### config.mk
export PLATFORM = sky130hd
export DESIGN_NAME = base64_stream_decoder_top
export DESIGN_NICKNAME = d
export VERILOG_FILES = /design/src/bdec_pkg.sv /design/src/bdec_front.sv /design/src/bdec_fifo.sv /design/src/bdec_back.sv /design/src/base64_stream_decoder_top.sv
export SDC_FILE = /design/constraint.sdc
export NUM_CORES = 1
export LEC_CHECK = 0
export ABC_AREA = 0
export BUFFER_PORTS_ARGS = -buffer_cell sky130_fd_sc_hd__buf_4
export CAP_MARGIN = 15
export CORE_MARGIN = 1
export CORE_UTILIZATION = 55
export DETAILED_ROUTE_END_ITERATION = 8
export MAX_ROUTING_LAYER = met4
export PLACE_DENSITY = 0.73
export SKIP_LAST_GASP = 1
export SLEW_MARGIN = 20
export SYNTH_ARGS = -nofsm -noshare
export SYNTH_HDL_FRONTEND = slang
export SYNTH_SLANG_ARGS = --single-unit
### constraint.sdc
create_clock -name clk_i -period 17.5 [get_ports clk_i]
set_input_delay 3.5 -clock clk_i [delete_from_list [all_inputs] [get_ports clk_i]]
set_output_delay 3.5 -clock clk_i [all_outputs]
set_load 0.05 [all_outputs]
### src/bdec_pkg.sv
// Shared types and constants of the base64 stream decoder.
package bdec_pkg;

  localparam int unsigned CapW        = 15;
  localparam int unsigned FifoDepthDef = 4;
  localparam logic [CapW-1:0] CapReset = 15'h7FFF;

  typedef struct packed {
    logic [23:0]     chunk;
    logic [1:0]      nbytes;
    logic            status;
    logic            err;
    logic [CapW-1:0] count;
  } job_t;

endpackage

### src/bdec_front.sv
// Front end: classifies characters, tracks quanta and emits a job for each completed quantum or final character.
module bdec_front (
  input  logic                     clk_i,
  input  logic                     rst_ni,
  input  logic                     cfg_we_i,
  input  logic [bdec_pkg::CapW-1:0] cfg_wdata_i,
  input  logic                     in_valid_i,
  output logic                     in_stall_o,
  input  logic [7:0]               char_code_i,
  input  logic                     final_char_i,
  input  logic                     q_full_i,
  output logic                     push_o,
  output bdec_pkg::job_t           job_o
);
  import bdec_pkg::*;

  localparam logic [7:0] CharPad   = 8'h3D;
  localparam logic [7:0] CharPlus  = 8'h2B;
  localparam logic [7:0] CharSlash = 8'h2F;

  function automatic logic [6:0] sextet_of(input logic [7:0] c);
    logic [6:0] r;
    r = '0;
    if (c >= 8'h41 && c <= 8'h5A) begin
      r = {1'b1, 6'(c - 8'h41)};
    end else if (c >= 8'h61 && c <= 8'h7A) begin
      r = {1'b1, 6'(c - 8'h61 + 8'd26)};
    end else if (c >= 8'h30 && c <= 8'h39) begin
      r = {1'b1, 6'(c - 8'h30 + 8'd52)};
    end else if (c == CharPlus) begin
      r = {1'b1, 6'd62};
    end else if (c == CharSlash) begin
      r = {1'b1, 6'd63};
    end
    return r;
  endfunction

  logic [CapW-1:0] cap_q;
  logic [1:0]      pos_q, pos_d;
  logic [17:0]     acc_q, acc_d;
  logic [1:0]      pad_q, pad_d;
  logic [CapW-1:0] bw_q, bw_d;
  logic            error_q, error_d;

  logic            accept;
  logic            is_pad;
  logic [6:0]      sx;
  logic            err_c;
  logic            err_any;
  logic [1:0]      pad_n;
  logic [1:0]      nb;
  logic [1:0]      nb_emit;
  logic [CapW:0]   sum;

  assign in_stall_o = q_full_i;
  assign accept     = in_valid_i && !q_full_i;
  assign is_pad     = (char_code_i == CharPad);
  assign sx         = sextet_of(char_code_i);
  assign err_c      = is_pad ? (pos_q < 2'd2) : (!sx[6] || pad_q != 2'd0);
  assign pad_n      = (is_pad && pos_q >= 2'd2) ? pad_q + 2'd1 : pad_q;
  assign nb         = (pad_n >= 2'd2) ? 2'd1 : 2'd3 - pad_n;
  assign sum        = {1'b0, bw_q} + {{(CapW-1){1'b0}}, nb};

  always_comb begin
    pos_d   = pos_q;
    acc_d   = acc_q;
    pad_d   = pad_q;
    bw_d    = bw_q;
    err_any = 1'b0;
    nb_emit = 2'd0;
    if (!error_q) begin
      if (err_c) begin
        err_any = 1'b1;
      end else if (pos_q != 2'd3) begin
        acc_d = {acc_q[11:0], sx[5:0] & {6{!is_pad}}};
        pos_d = pos_q + 2'd1;
        pad_d = pad_n;
        err_any = final_char_i;
      end else begin
        if (pad_n != 2'd0 && !final_char_i) begin
          err_any = 1'b1;
        end else if (sum > {1'b0, cap_q}) begin
          err_any = 1'b1;
        end else begin
          nb_emit = nb;
          bw_d    = sum[CapW-1:0];
        end
        pos_d = 2'd0;
        acc_d = '0;
        pad_d = 2'd0;
      end
    end
    error_d = error_q | err_any;

    job_o.chunk  = {acc_q, sx[5:0] & {6{!is_pad}}};
    job_o.nbytes = nb_emit;
    job_o.status = final_char_i;
    job_o.err    = error_d;
    job_o.count  = error_d ? '0 : bw_d;
    push_o       = accept && (nb_emit != 2'd0 || final_char_i);

    if (final_char_i) begin
      pos_d   = 2'd0;
      acc_d   = '0;
      pad_d   = 2'd0;
      bw_d    = '0;
      error_d = 1'b0;
    end
  end

  always_ff @(posedge clk_i or negedge rst_ni) begin
    if (!rst_ni) begin
      cap_q   <= CapReset;
      pos_q   <= '0;
      acc_q   <= '0;
      pad_q   <= '0;
      bw_q    <= '0;
      error_q <= 1'b0;
    end else begin
      if (cfg_we_i) begin
        cap_q <= cfg_wdata_i;
      end
      if (accept) begin
        pos_q   <= pos_d;
        acc_q   <= acc_d;
        pad_q   <= pad_d;
        bw_q    <= bw_d;
        error_q <= error_d;
      end
    end
  end

endmodule

### src/bdec_fifo.sv
// Job queue between front and back end.
module bdec_fifo #(
  parameter int unsigned Depth = bdec_pkg::FifoDepthDef
) (
  input  logic           clk_i,
  input  logic           rst_ni,
  input  logic           push_i,
  input  bdec_pkg::job_t wdata_i,
  input  logic           pop_i,
  output bdec_pkg::job_t rdata_o,
  output logic           full_o,
  output logic           empty_o
);
  import bdec_pkg::*;

  localparam int unsigned PtrW = $clog2(Depth);
  localparam int unsigned CntW = $clog2(Depth + 1);

  job_t            mem_q [Depth];
  logic [PtrW-1:0] wr_q, rd_q;
  logic [CntW-1:0] cnt_q;

  assign full_o  = (cnt_q == CntW'(Depth));
  assign empty_o = (cnt_q == '0);
  assign rdata_o = mem_q[rd_q];

  function automatic logic [PtrW-1:0] advance(input logic [PtrW-1:0] p);
    return (p == PtrW'(Depth - 1)) ? '0 : p + PtrW'(1);
  endfunction

  always_ff @(posedge clk_i) begin
    if (push_i) begin
      mem_q[wr_q] <= wdata_i;
    end
  end

  always_ff @(posedge clk_i or negedge rst_ni) begin
    if (!rst_ni) begin
      wr_q  <= '0;
      rd_q  <= '0;
      cnt_q <= '0;
    end else begin
      if (push_i) begin
        wr_q <= advance(wr_q);
      end
      if (pop_i) begin
        rd_q <= advance(rd_q);
      end
      if (push_i && !pop_i) begin
        cnt_q <= cnt_q + CntW'(1);
      end else if (pop_i && !push_i) begin
        cnt_q <= cnt_q - CntW'(1);
      end
    end
  end

endmodule

### src/bdec_back.sv
// Back end: expands queued jobs into data and status words behind an output register.
module bdec_back (
  input  logic                      clk_i,
  input  logic                      rst_ni,
  input  bdec_pkg::job_t            job_i,
  input  logic                      empty_i,
  output logic                      pop_o,
  output logic                      out_valid_o,
  input  logic                      out_stall_i,
  output logic [7:0]                out_byte_o,
  output logic                      is_status_o,
  output logic                      decode_error_o,
  output logic [bdec_pkg::CapW-1:0] byte_count_o,
  output logic                      run_end_o
);
  import bdec_pkg::*;

  logic [1:0]      idx_q;
  logic            valid_q;
  logic [7:0]      byte_q;
  logic            status_q;
  logic            err_q;
  logic [CapW-1:0] count_q;
  logic            end_q;

  logic            load;
  logic            is_data;
  logic            last;
  logic [7:0]      sel_byte;

  assign load    = !empty_i && (!valid_q || !out_stall_i);
  assign is_data = ({1'b0, idx_q} < {1'b0, job_i.nbytes});
  assign last    = job_i.status ? (idx_q == job_i.nbytes)
                                : ({1'b0, idx_q} + 3'd1 == {1'b0, job_i.nbytes});
  assign pop_o   = load && last;

  always_comb begin
    case (idx_q)
      2'd0:    sel_byte = job_i.chunk[23:16];
      2'd1:    sel_byte = job_i.chunk[15:8];
      2'd2:    sel_byte = job_i.chunk[7:0];
      default: sel_byte = 8'd0;
    endcase
  end

  always_ff @(posedge clk_i or negedge rst_ni) begin
    if (!rst_ni) begin
      valid_q <= 1'b0;
      idx_q   <= '0;
    end else begin
      if (load) begin
        valid_q <= 1'b1;
        idx_q   <= last ? 2'd0 : idx_q + 2'd1;
      end else if (!out_stall_i) begin
        valid_q <= 1'b0;
      end
    end
  end

  always_ff @(posedge clk_i) begin
    if (load) begin
      byte_q   <= is_data ? sel_byte : 8'd0;
      status_q <= !is_data;
      err_q    <= !is_data && job_i.err;
      count_q  <= is_data ? '0 : job_i.count;
      end_q    <= last;
    end
  end

  assign out_valid_o    = valid_q;
  assign out_byte_o     = byte_q;
  assign is_status_o    = status_q;
  assign decode_error_o = err_q;
  assign byte_count_o   = count_q;
  assign run_end_o      = end_q;

endmodule

### src/base64_stream_decoder_top.sv
// Top level of the base64 stream decoder.
// A result word reaches the outputs through the job queue and then the output register.
// Throughput: one character per cycle unless the job queue is full; the output register sends one
// word per cycle unless out_stall_i holds it, so a quantum's bytes leave one by one and the job queue absorbs bursts.
// Reset: asynchronous, active low; clears message state and the queue, capacity
// returns to 32767.
module base64_stream_decoder_top #(
  parameter int unsigned FifoDepth = bdec_pkg::FifoDepthDef
) (
  input  logic                      clk_i,
  input  logic                      rst_ni,
  input  logic                      cfg_we_i,
  input  logic [bdec_pkg::CapW-1:0] cfg_wdata_i,
  input  logic                      in_valid_i,
  output logic                      in_stall_o,
  input  logic [7:0]                char_code_i,
  input  logic                      final_char_i,
  output logic                      out_valid_o,
  input  logic                      out_stall_i,
  output logic [7:0]                out_byte_o,
  output logic                      is_status_o,
  output logic                      decode_error_o,
  output logic [bdec_pkg::CapW-1:0] byte_count_o,
  output logic                      run_end_o
);
  import bdec_pkg::*;

  job_t push_job, head_job;
  logic push, pop, full, empty;

  bdec_front u_front (
    .clk_i,
    .rst_ni,
    .cfg_we_i,
    .cfg_wdata_i,
    .in_valid_i,
    .in_stall_o,
    .char_code_i,
    .final_char_i,
    .q_full_i (full),
    .push_o   (push),
    .job_o    (push_job)
  );

  bdec_fifo #(.Depth(FifoDepth)) u_fifo (
    .clk_i,
    .rst_ni,
    .push_i  (push),
    .wdata_i (push_job),
    .pop_i   (pop),
    .rdata_o (head_job),
    .full_o  (full),
    .empty_o (empty)
  );

  bdec_back u_back (
    .clk_i,
    .rst_ni,
    .job_i   (head_job),
    .empty_i (empty),
    .pop_o   (pop),
    .out_valid_o,
    .out_stall_i,
    .out_byte_o,
    .is_status_o,
    .decode_error_o,
    .byte_count_o,
    .run_end_o
  );

endmodule

==> results.yml <==
min_path:
  hold_path.class: "register to register"
  worstHoldStart: "u_fifo.cnt_q[2]"
worst_setup_path:
  cpMaxStageDelayCell: "o31ai_2"
  slowest_delay_ns: 0.74
  path_max_fanout: 10
  r2r_cells: 21
  crit_type: "primary input to register"
  ff2ff_setup_slack_ns: 10.92
  critPathCapture: "u_fifo.mem_q[2][14]"
  cp.required_ns: 17.75
  rr_endpoint: "u_fifo.mem_q[2][14]"
  arrival_ns: 9.66
  endpoint_kind: "register"
  timing.rr.start: "u_front.pos_q[0]"
  crit_path_cell_trace: "buf_4 > ha_1 > nand2_1 > nor4b_4 > mux2i_1 > nand2_1 > ha_1 > fa_1 > and3_1 > and3_1 > and3_1 > nand3_1 > xnor2_1 > ha_1 > nand3_1 > nor4_1 > a21boi_0 > o31ai_2 > nand2b_1 > or4_1 > a31oi_1"
  startpoint_type: "primary input"
  startpoint: "char_code_i[2]"
cts:
  clock_latency_ns: 0.52
  postCtsHoldBufs: 0
  post-cts-setup-buffers: 0
  tritoncts: "done"
  cts-root-buf: "clkbuf_16"
  cts_buffers: 26
  cts_resized: 0
  cts_sinks: 261
  cts.clk_slew.worst_paths_ns: 0.06
  htreeDepth: 1
  cts_buffer_depth: 3
flow_run:
  max_cap_violations: 0
layout:
  final_layout_size_suffix_gt1_frac: 0.2223
  final_cell_mix: "edfxtp_1 (198), nand2_1 (97), buf_4 (64)"
  nNetsFinal: 954
  diodes: 0
  final_common_cell: "edfxtp_1"
  final_util: 0.6384
  instances_no_fill: 1179
  syn2layout_area_growth_pct: 13.72
synth:
  synthesis.instances: 833
  netlist_area_um2: 11800
  yosysSeqAreaShare: 0.6391
  async_flop_share: 0.2414
  synthTopCellsByArea: "edfxtp_1 (50%), dfrtp_1 (10%), mux4_2 (8.2%)"
  synth.distinct_cells: 78
  synth-seq-cells: 261
  synth_top_area_share: 0.5039
  syn-num-nets: 903
  yosys_warnings: 0
  synth_top_cell_by_area: "edfxtp_1"
  synth_edf_count: 198
  avgSynthCellArea_um2: 14.17
  synth_ff_type: "edfxtp_1"
drt:
  drc_errors: 0
  drt_iter0_drc: 561
  ant_nets: 0
  detail_route.wl_per_cell_um: 20.04
  first_pass_iters: 5
  viasPerCell: 6.008
  drt_wl_total_mm: 23.63
  via_count: 7084
timing:
  layout_min_cycle_time_ns: 9.412
  hold_viol: 0
  slew_viol_final: 0
  rsz0062_at_grt: "no"
  max_freq_ghz: 0.1063
  slew_headroom: 0.2674
  setup_viol_count_final: 0
  finalSetupTns_ns: 0
  worstMarginPinSlew_ns: 1.099
  clock_skew_ns: 0.01627
  post-route-period-util: 0.5378
die:
  die_h_um: 148.5
  die_w_um: 148.5
  row_count: 53
  io_pins: 57
  core_um2: 21020
  start_util: 0.5613
  die_area_um2: 22040
placed_design:
  dp_hpwl_mm: 14.60
  dp_cells: 1131
  io_buffers: 56
  place_congestion: 0.9085
global_route:
  grt_max_degree: 64
  grt_pass1_wl_mm: 38.12
  antenna_found_initial: 0
  grt_pass1_vias: 7059
  grt_overflow_total: 0
  grt_use_total: 0.2311
power:
  p_leak_uw: 0.004960
  peakVddDrop_mv: 0.08029
  power_density_nw_per_um2: 150.3
status:
  status: "complete, no violations"
==> final cells by class <==
type	count	area [µm²]
Inverter	35	131.4
Sequential cell	261	7543
Clock buffer	34	732.0
Fill cell	1504	7602
Clock inverter	14	203.9
Tap cell	275	344.1
Timing Repair Buffer	64	480.5
Multi-Input combinational cell	496	3984
==> flip-flops by register name, indices dropped and copies added, names as in the netlist, 2 cells and up <==
signal	count
u_fifo.mem_q	172
u_front.acc_q	18
u_back.byte_count_o	15
u_front.bw_q	15
u_front.cap_q	15
u_back.out_byte_o	8
u_fifo.cnt_q	3
u_back.idx_q	2
u_fifo.rd_q	2
u_fifo.wr_q	2
u_front.pad_q	2
u_front.pos_q	2
==> critical path, delay by kind of cell <==
kind / cells / cell delay (ns)
simple gates: 11 / 2.78
xor+xnor: 1 / 0.15
compound gates: 3 / 1.33
mux: 1 / 0.53
buf+inv: 1 / 0.13
fa+ha+maj: 4 / 1.23
==> logic make-up after synthesis <==
group,Yosys count,share of synthesized area
mux,53,0.09108
compound gates,164,0.08992
simple gates,226,0.1002
flops,261,0.6391
fa+ha+maj,41,0.04475
buf+inv,76,0.02608
xor+xnor,12,0.008907
==> Yosys cell counts, types with 4 or more instances <==
| cell type | instances |
|---|---|
| edfxtp_1 | 198 |
| nand2_1 | 97 |
| o21ai_0 | 52 |
| dfrtp_1 | 48 |
| mux4_2 | 43 |
| ha_1 | 39 |
| inv_1 | 34 |
| a21oi_1 | 32 |
| clkbuf_1 | 28 |
| nor2b_1 | 23 |
| nand3_1 | 18 |
| nor2_1 | 16 |
| dfstp_2 | 15 |
| and2_1 | 14 |
| a22oi_1 | 11 |
| nand2b_1 | 11 |
| o21ai_1 | 8 |
| a211o_1 | 7 |
| a31o_2 | 7 |
| and3_1 | 7 |
| o211ai_1 | 7 |
| xnor2_1 | 7 |
| buf_1 | 6 |
| or2_2 | 6 |
| a41oi_1 | 5 |
| mux2i_1 | 5 |
| nor3_1 | 5 |
| xor2_1 | 5 |
| a21o_1 | 4 |
| a31oi_1 | 4 |
| nand4_1 | 4 |
| or3_1 | 4 |
==> how the worst min path moves through the flow <==
stage                                 end  cells after the start
after global placement    u_fifo.cnt_q[2]                      1
after global routing      u_fifo.cnt_q[2]                      1
after floorplan           u_fifo.cnt_q[2]                      1
after CTS                 u_fifo.cnt_q[2]                      1
after detailed placement  u_fifo.cnt_q[2]                      1
final                     u_fifo.cnt_q[2]                      1
==> per-layer routing <==
| layer | global-route usage | vias to the layer above | part of all wire |
|---|---|---|---|
| li1 | - | 3261 | - |
| met1 | 0.3266 | 3519 | 0.44 |
| met2 | 0.3579 | 279 | 0.48 |
| met3 | 0.03282 | 25 | 0.071 |
| met4 | 0.05515 | 0 | 0.012 |
| met5 | - | - | 0 |
==> where the power goes <==
part / internal, µW / total (µW) / switching [µW] / leakage [µW]
clock network: 368 / 594 / 225 / 0.000458
registers: 797 / 837 / 39.4 / 0.00263
logic: 220 / 587 / 367 / 0.00187
==> through the flow <==
| step | total power (µW) | worst slack, ns | cell area (µm²) | hold WS, ns |
|---|---|---|---|---|
| after global placement | 1426 | 7.738 | 12480 | 0.4824 |
| after CTS | 2037 | 8.013 | 13410 | 0.4998 |
| after detailed placement | 1438 | 7.486 | 12480 | 0.4907 |
| after global routing | 2111 | 7.691 | 13420 | 0.5021 |
| after floorplan | 1272 | 7.988 | 11800 | 0.4560 |
| final | 2017 | 8.088 | 13420 | 0.5005 |
(Power assumes the default switching activity.)
